File: config.mk
export PLATFORM = sky130hd
export DESIGN_NAME = ipv6_tcp_header_parser_unit
export DESIGN_NICKNAME = d
export VERILOG_FILES = /design/src/rtl/itp_pkg.sv /design/src/rtl/ipv6_tcp_header_parser_unit.sv /design/src/rtl/itp_walker.sv
export SDC_FILE = /design/constraint.sdc
export NUM_CORES = 1
export LEC_CHECK = 0
export BUFFER_PORTS_ARGS = -buffer_cell sky130_fd_sc_hd__buf_2
export CAP_MARGIN = 20
export CORE_MARGIN = 2
export CORE_UTILIZATION = 40
export CTS_CLUSTER_DIAMETER = 200
export DETAILED_ROUTE_END_ITERATION = 7
export GPL_TIMING_DRIVEN = 1
export PLACE_DENSITY = 0.61
export REMOVE_ABC_BUFFERS = 1
export SYNTH_ARGS = -nofsm -noshare
export SYNTH_HDL_FRONTEND = slang
export SYNTH_SLANG_ARGS = --single-unit
File: constraint.sdc
create_clock -name clk -period 4.62 [get_ports clk]
set_input_delay 0.231 -clock clk [delete_from_list [all_inputs] [get_ports clk]]
set_output_delay 0.231 -clock clk [all_outputs]
set_load 0.03 [all_outputs]
File: src/rtl/itp_pkg.sv
// Package with constants and types for the IPv6/TCP header parser.
`timescale 1ns / 1ps
`default_nettype none
package itp_pkg;

	localparam int unsigned MAX_FRAME_BYTES   = 65536;
	localparam int unsigned LINK_HEADER_BYTES = 14;
	localparam int unsigned IPV6_BASE_BYTES   = 40;
	localparam int unsigned EXT_UNIT_SHIFT    = 3;
	localparam int unsigned TCP_FLAGS_BYTE    = 13;
	localparam int unsigned TCP_PORT_BYTES    = 4;

	localparam int unsigned OFF_W = 16;
	localparam int unsigned POS_W = OFF_W + 1;

	localparam logic [OFF_W-1:0] OFF_MAX        = OFF_W'(MAX_FRAME_BYTES - 1);
	localparam logic [OFF_W-1:0] OFF_BASE_NH    = OFF_W'(LINK_HEADER_BYTES + 6);
	localparam logic [OFF_W-1:0] OFF_SRC_ADDR   = OFF_W'(LINK_HEADER_BYTES + 8);
	localparam logic [OFF_W-1:0] OFF_DST_ADDR   = OFF_W'(LINK_HEADER_BYTES + 24);
	localparam logic [OFF_W-1:0] OFF_BASE_LAST  = OFF_W'(LINK_HEADER_BYTES + IPV6_BASE_BYTES - 1);
	localparam logic [OFF_W-1:0] OFF_FIRST_HDR  = OFF_W'(LINK_HEADER_BYTES + IPV6_BASE_BYTES);
	localparam logic [POS_W-1:0] REACH_LIMIT    =
		POS_W'(MAX_FRAME_BYTES - 1 - TCP_FLAGS_BYTE);

	localparam logic [2:0] PH_BASE    = 3'd0;
	localparam logic [2:0] PH_EXT     = 3'd1;
	localparam logic [2:0] PH_TCP     = 3'd2;
	localparam logic [2:0] PH_DONE    = 3'd3;
	localparam logic [2:0] PH_UNREACH = 3'd4;

	localparam logic [7:0] NH_TCP   = 8'd6;
	localparam logic [7:0] NH_UDP   = 8'd17;
	localparam logic [7:0] NH_ICMP6 = 8'd58;
	localparam logic [7:0] NH_NONE  = 8'd59;

	localparam logic [2:0] KIND_TCP   = 3'd0;
	localparam logic [2:0] KIND_NONE  = 3'd1;
	localparam logic [2:0] KIND_ICMP6 = 3'd2;
	localparam logic [2:0] KIND_UDP   = 3'd3;
	localparam logic [2:0] KIND_TRUNC = 3'd4;

	localparam int unsigned TDATA_W    = 296;
	localparam int unsigned TUSER_W    = 3;
	localparam int unsigned SRC_HI_LSB = 0;
	localparam int unsigned SRC_LO_LSB = 64;
	localparam int unsigned DST_HI_LSB = 128;
	localparam int unsigned DST_LO_LSB = 192;
	localparam int unsigned SPORT_LSB  = 256;
	localparam int unsigned DPORT_LSB  = 272;
	localparam int unsigned SYN_BIT    = 288;

	typedef struct packed {
		logic [63:0] src_hi;
		logic [63:0] src_lo;
		logic [63:0] dst_hi;
		logic [63:0] dst_lo;
		logic [15:0] src_port;
		logic [15:0] dst_port;
		logic        syn;
		logic [2:0]  kind;
	} itp_result_t;

endpackage
`default_nettype wire

File: src/rtl/ipv6_tcp_header_parser_unit.sv
// Top level of the IPv6/TCP header parser: input stage, walker and result register.
// Takes one frame byte per clock and walks the IPv6 base header and any
// extension headers up to TCP, UDP, ICMPv6 or no-next-header. Each byte is
// taken into an input register and applied to the walker from there; the
// frame summary is loaded into the result register, which drives the master
// side, as the byte marked tlast leaves the input register. A new byte is
// accepted every cycle; s_axis_tready drops only while a last byte waits in
// the input register behind a result that has not been taken.
`timescale 1ns / 1ps
`default_nettype none
module ipv6_tcp_header_parser_unit
	import itp_pkg::*;
(
	input  wire logic               clk,
	input  wire logic               arst_n,
	input  wire logic               s_axis_tvalid,
	output logic                    s_axis_tready,
	input  wire logic [7:0]         s_axis_tdata,  // [7:0] frame_byte
	input  wire logic               s_axis_tlast,
	output logic                    m_axis_tvalid,
	input  wire logic               m_axis_tready,
	// [63:0] source_addr_high, [127:64] source_addr_low, [191:128] dest_addr_high,
	// [255:192] dest_addr_low, [271:256] source_port, [287:272] dest_port,
	// [288] syn_seen, [295:289] zero
	output logic [TDATA_W-1:0]      m_axis_tdata,
	output logic [TUSER_W-1:0]      m_axis_tuser   // [2:0] transport_kind
);

	logic              valid_s1;
	logic [7:0]        byte_s1;
	logic              last_s1;
	logic              out_free;
	logic              advance;
	itp_result_t       result;

	logic              m_valid_q;
	logic [TDATA_W-1:0] m_data_q;
	logic [TUSER_W-1:0] m_user_q;

	assign out_free      = !m_valid_q || m_axis_tready;
	assign advance       = valid_s1 && (!last_s1 || out_free);
	assign s_axis_tready = !valid_s1 || advance;

	always_ff @(posedge clk or negedge arst_n) begin
		if (!arst_n) begin
			valid_s1 <= 1'b0;
			byte_s1  <= '0;
			last_s1  <= 1'b0;
		end else if (s_axis_tready) begin
			valid_s1 <= s_axis_tvalid;
			byte_s1  <= s_axis_tdata;
			last_s1  <= s_axis_tlast;
		end
	end

	itp_walker u_walker (
		.clk        (clk),
		.arst_n     (arst_n),
		.step       (advance),
		.frame_byte (byte_s1),
		.last_byte  (last_s1),
		.result     (result)
	);

	// load the summary on the last byte, drop it once taken
	always_ff @(posedge clk or negedge arst_n) begin
		if (!arst_n) begin
			m_valid_q <= 1'b0;
			m_data_q  <= '0;
			m_user_q  <= '0;
		end else if (advance && last_s1) begin
			m_valid_q <= 1'b1;
			m_data_q  <= {7'd0, result.syn, result.dst_port, result.src_port,
				result.dst_lo, result.dst_hi, result.src_lo, result.src_hi};
			m_user_q  <= result.kind;
		end else if (m_axis_tready) begin
			m_valid_q <= 1'b0;
		end
	end

	assign m_axis_tvalid = m_valid_q;
	assign m_axis_tdata  = m_data_q;
	assign m_axis_tuser  = m_user_q;

endmodule
`default_nettype wire

File: src/rtl/itp_walker.sv
// Header walker: offset tracking, field capture and frame summary.
`timescale 1ns / 1ps
`default_nettype none
module itp_walker
	import itp_pkg::*;
(
	input  wire logic        clk,
	input  wire logic        arst_n,
	input  wire logic        step,
	input  wire logic [7:0]  frame_byte,
	input  wire logic        last_byte,
	output itp_result_t      result
);

	logic [OFF_W-1:0] off_q, off_d;
	logic [7:0]       pnh_q, pnh_d;
	logic [OFF_W-1:0] hso_q, hso_d;
	logic [2:0]       phase_q, phase_d;
	logic [127:0]     src_q, src_d;
	logic [127:0]     dst_q, dst_d;
	logic [31:0]      ports_q, ports_d;
	logic             syn_q, syn_d;

	logic             enter;
	logic [POS_W-1:0] enter_start;
	logic [POS_W-1:0] st_x;
	logic [POS_W-1:0] off_x;
	logic [2:0]       kind;

	always_comb begin
		st_x        = POS_W'(hso_q);
		off_x       = POS_W'(off_q);
		off_d       = off_q;
		pnh_d       = pnh_q;
		hso_d       = hso_q;
		phase_d     = phase_q;
		src_d       = src_q;
		dst_d       = dst_q;
		ports_d     = ports_q;
		syn_d       = syn_q;
		enter       = 1'b0;
		enter_start = POS_W'(OFF_FIRST_HDR);

		case (phase_q)
			PH_BASE: begin
				if (off_q == OFF_BASE_NH) begin
					pnh_d = frame_byte;
				end else if (off_q >= OFF_SRC_ADDR && off_q < OFF_DST_ADDR) begin
					src_d = {src_q[119:0], frame_byte};
				end else if (off_q >= OFF_DST_ADDR && off_q < OFF_FIRST_HDR) begin
					dst_d = {dst_q[119:0], frame_byte};
				end
				if (off_q == OFF_BASE_LAST) begin
					enter = 1'b1;
				end
			end
			PH_EXT: begin
				if (off_x == st_x) begin
					pnh_d = frame_byte;
				end else if (off_x == st_x + POS_W'(1)) begin
					enter       = 1'b1;
					enter_start = st_x + ((POS_W'(frame_byte) + POS_W'(1)) << EXT_UNIT_SHIFT);
				end
			end
			PH_TCP: begin
				if (off_x >= st_x && off_x < st_x + POS_W'(TCP_PORT_BYTES)) begin
					ports_d = {ports_q[23:0], frame_byte};
				end else if (off_x == st_x + POS_W'(TCP_FLAGS_BYTE)) begin
					syn_d   = frame_byte[1];
					phase_d = PH_DONE;
				end
			end
			default: begin
			end
		endcase

		if (enter) begin
			if (pnh_q == NH_UDP || pnh_q == NH_ICMP6 || pnh_q == NH_NONE) begin
				phase_d = PH_DONE;
			end else if (enter_start >= REACH_LIMIT) begin
				phase_d = PH_UNREACH;
			end else begin
				hso_d   = enter_start[OFF_W-1:0];
				phase_d = (pnh_q == NH_TCP) ? PH_TCP : PH_EXT;
			end
		end

		if (off_q != OFF_MAX) begin
			off_d = off_q + OFF_W'(1);
		end

		kind = KIND_TRUNC;
		if (phase_d == PH_DONE) begin
			case (pnh_d)
				NH_TCP:   kind = KIND_TCP;
				NH_NONE:  kind = KIND_NONE;
				NH_ICMP6: kind = KIND_ICMP6;
				NH_UDP:   kind = KIND_UDP;
				default:  kind = KIND_TRUNC;
			endcase
		end

		result.src_hi   = src_d[127:64];
		result.src_lo   = src_d[63:0];
		result.dst_hi   = dst_d[127:64];
		result.dst_lo   = dst_d[63:0];
		result.src_port = (kind == KIND_TCP) ? ports_d[31:16] : 16'd0;
		result.dst_port = (kind == KIND_TCP) ? ports_d[15:0] : 16'd0;
		result.syn      = (kind == KIND_TCP) ? syn_d : 1'b0;
		result.kind     = kind;
	end

	always_ff @(posedge clk or negedge arst_n) begin
		if (!arst_n) begin
			off_q   <= '0;
			pnh_q   <= '0;
			hso_q   <= OFF_FIRST_HDR;
			phase_q <= PH_BASE;
			src_q   <= '0;
			dst_q   <= '0;
			ports_q <= '0;
			syn_q   <= 1'b0;
		end else if (step) begin
			if (last_byte) begin
				off_q   <= '0;
				pnh_q   <= '0;
				hso_q   <= OFF_FIRST_HDR;
				phase_q <= PH_BASE;
				src_q   <= '0;
				dst_q   <= '0;
				ports_q <= '0;
				syn_q   <= 1'b0;
			end else begin
				off_q   <= off_d;
				pnh_q   <= pnh_d;
				hso_q   <= hso_d;
				phase_q <= phase_d;
				src_q   <= src_d;
				dst_q   <= dst_d;
				ports_q <= ports_d;
				syn_q   <= syn_d;
			end
		end
	end

endmodule
`default_nettype wire

==> results.yml <==
floorplan:
  die-area_sq_mm: 0.07348
  row_count: 97
  initial_utilization_pct: 40.60
  die_x_microns: 271.1
  die_y_microns: 271.1
  coreArea_sq_mm: 0.07027
  ioPinCount: 314
drt:
  routedWlPerCell_microns: 19.94
  drt-total-wl_microns: 78700
  drt_pass1_iterations: 5
  drtAntennaViolNets: 0
  viasPerCell: 5.505
  drc: 0
  num_vias: 21720
  drt-initial-drc-count: 1854
pwr:
  peakVddDrop_uv: 289.9
  p_leak_nw: 15.25
  p_total_mw: 13.07
  power_density_mw_per_mm2: 389.6
cells_and_area:
  nets: 3014
  diodes: 0
  areaGrowthSynthToFinish_pct: 17.62
  fin_cells: 3946
  fillers: 6470
  drive_above_1_share_pct: 18.10
global_routing:
  antenna_found_initial: 0
  overflow: 0
  grt_pass1_wl_microns: 125500
  grt_max_degree: 162
  grt_use_total_pct: 21.25
  grt_pass1_vias: 21250
yosys:
  netlist.area_leader.share_pct: 55.34
  synthMuxAreaShare_pct: 6.333
  yosysTopAreaCell: "dfrtp_1"
  synth_top_family_by_area: "compound AO/OA/AOI/OAI gates"
  ys_seq_area_share_pct: 55.71
  synth_area_leaders: "dfrtp_1 (55%), a22o_1 (9.1%), nand2_1 (6.2%), mux2i_1 (5.9%), a31oi_1 (3.1%)"
  ys_ff_latch: 635
  synth_fa_ha_area_share_pct: 2.175
  synth-simple-area-share_pct: 12.20
  synth_area_per_cell_sq_um: 10.53
  yosysWarnings: 0
  synth_edf_count: 0
  netlist_area_sq_mm: 0.02853
  synthFlopType: "dfrtp_1"
  syn_inst: 2710
  postSynth.asyncResetShare_pct: 100.0
  synth_compound_area_share_pct: 17.93
  synth-xor-area-share_pct: 2.083
  synth_cell_types: 70
clock_network:
  cts_made_buffers: 72
  clkSinkCount: 635
  max-clock-path-buffers: 3
  post_cts_resized: 0
  cts_max_level: 3
  ctsRootBufferMaster: "clkbuf_16"
  path_clk_slew_ps: 50
  cts_tree: "done"
  clk_latency_ps: 610
sta:
  layout_setup_ws_ps: 327.7
  clock.fmax_ghz: 0.2330
  slew_headroom_pct: 31.75
  fin_crit_ps: 4292
  rsz0062_at_grt: "no"
  min_period_over_period_pct: 92.91
  hold_viol: 0
  worst_pin_slew_ps: 1024
  skew_ps: 20.08
  setup_viol: 0
  slew_violations: 0
place:
  placed_cells: 3806
  gp_congestion: 0.9236
  port_buffers: 306
  hpwlAfterDp_microns: 52330
  place_ws_ps: 388.0
worst_setup_path:
  r2r_cells: 14
  cpPeakStageDelay_ps: 570
  cp_num_buf_inv: 4
  critPathKind: "reg -> reg"
  cp_top_family: "compound AO/OA/AOI/OAI gates"
  cp_num_cells: 14
  worstPathRequired_ps: 5130
  worstPathArrival_ps: 4810
  startpoint_type: "flop"
  critPathSlowestCell: "a211oi_1"
  cp-end-kind: "flop"
  cp_max_fo: 11
  cpMostUsedCell: "buf_4"
  path_cells: "buf_4 -> inv_1 -> ha_1 -> fa_1 -> a211oi_1 -> o21ai_0 -> a21o_1 -> xnor2_1 -> nor4_1 -> a31oi_1 -> buf_4 -> a21o_1 -> buf_4 -> mux2i_1"
outcome:
  outcome: "complete, no violations"
flow_run:
  maxCapViolCount: 0
worst_hold_path:
  hold_class: "in -> async"
==> layout make-up <==
class / count / area, sq um / share of cell area, %
clock buffer: 97 / 2057 / 6.130
clock inverter: 31 / 357.8 / 1.066
inverter: 33 / 126.4 / 0.3766
multi-input combinational: 1834 / 11710 / 34.90
sequential: 635 / 15900 / 47.37
tap: 940 / 1176 / 3.505
timing repair buffer: 376 / 2235 / 6.659
==> layer usage <==
layer  track usage, %  up-vias  part of all wire [%]
met4            6.005        0                   2.2
met3            2.805       93                   3.8
met1            30.29    10990                    47
li1                 -    10190                     -
met2            33.95      451                    47
met5                0        -                     0
==> through the flow <==
step                      util, %  hold slack, ps  setup TNS, ps  area (sq um)
after global routing        47.76           315.8              0         33560
after floorplan                 -          -64.59       -6648590         27660
after CTS                   47.76           292.3              0         33560
final                       47.76           224.8              0         33560
after global placement      44.15           355.6              0         31020
after detailed placement    44.15           358.6              0         31020
==> cells in the mapped netlist, drive strengths merged, types with 6 or more instances <==
cell and count:
clkbuf 170, ha 48, xor2 17, nor4b 6, a21oi 28, a211oi 6, o21a 6, mux2 12
o211ai 11, nand3 24, nor4 20, or3 6, a31oi 140, nor3 20, xnor2 50, a22o 295
inv 32, a21o 6, o21ai 193, nor2 204, mux2i 167, dfrtp 631, nand2b 9, nand2 468
nand4 21, and3 8, buf 44
==> timing repair <==
item | in CTS | in global routing
hold buffers | 12 | 0
hold endpoints to repair | 97 | 0
buffers inserted | 0 | 0
==> registers in the layout (all words and copies together) (netlist names) <==
| signal | flops |
|---|---|
| u_walker.src_q | 128 |
| u_walker.pnh_q | 8 |
| u_walker.hso_q | 16 |
| m_axis_tvalid | 1 |
| u_walker.ports_q | 32 |
| valid_s1 | 1 |
| m_axis_tuser | 3 |
| m_axis_tdata | 289 |
| u_walker.dst_q | 128 |
| u_walker.off_q | 16 |
| u_walker.syn_q | 1 |
| u_walker.phase_q | 3 |
| last_s1 | 1 |
| byte_s1 | 8 |
==> final timing paths <==
| kind | startpoint | end | slack (ps) |
|---|---|---|---|
| max in group asynchronous | arst_n | m_axis_tdata[244] | 3190 |
| min reg2reg | m_axis_tdata[111] | m_axis_tdata[111] | 470 |
| min in group clk | s_axis_tvalid | valid_s1 | 350 |
| max reg2reg | byte_s1[0] | u_walker.hso_q[7] | 330 |
| max | byte_s1[0] | u_walker.hso_q[7] | 330 |
| min | arst_n | m_axis_tdata[268] | 220 |
==> cell usage in the layout, fill, tap and decap left out, types with 10 or more instances in the layout <==
| master | instances |
|---|---|
| a21oi_1 | 28 |
| a22o_1 | 295 |
| a31oi_1 | 140 |
| buf_12 | 11 |
| buf_2 | 305 |
| buf_4 | 47 |
| clkbuf_1 | 10 |
| clkbuf_16 | 73 |
| clkbuf_8 | 14 |
| clkinv_2 | 16 |
| dfrtp_1 | 631 |
| dlygate4sd3_1 | 12 |
| ha_1 | 48 |
| inv_1 | 31 |
| mux2_2 | 12 |
| mux2i_1 | 167 |
| nand2_1 | 466 |
| nand3_1 | 22 |
| nand4_1 | 20 |
| nor2_1 | 202 |
| nor3_1 | 20 |
| nor4_1 | 19 |
| o211ai_1 | 11 |
| o21ai_0 | 159 |
| o21ai_1 | 11 |
| o21ai_2 | 21 |
| xnor2_1 | 50 |
| xor2_1 | 16 |
==> power by group <==
group          internal, mW  switching (mW)  leakage, nW
sequential             5.77           0.156         8.58
combinational         0.357            1.03         5.48
clock                  3.42            2.34         1.19
total                  9.56            3.52         15.3
==> worst register-to-register path, delay by kind of cell (launching register included) <==
family                     cells  cell delay, ps
muxes                          1             180
AOI/OAI and AO/OA              5            1580
adders and majority gates      2             730
and+or+nand+nor                1             420
xor gates and xnor gates       1             160
DFF                            1             350
buffers and inverters          4             790
==> logic make-up after synthesis <==
| kind of cell | after synthesis |
|---|---|
| and+or+nand+nor | 818 |
| buffers and inverters | 247 |
| adders and majority gates | 49 |
| other | 1 |
| xor gates and xnor gates | 67 |
| DFF | 635 |
| muxes | 179 |
| AOI/OAI and AO/OA | 714 |
No activity file was read; power rests on OpenSTA's default activity.
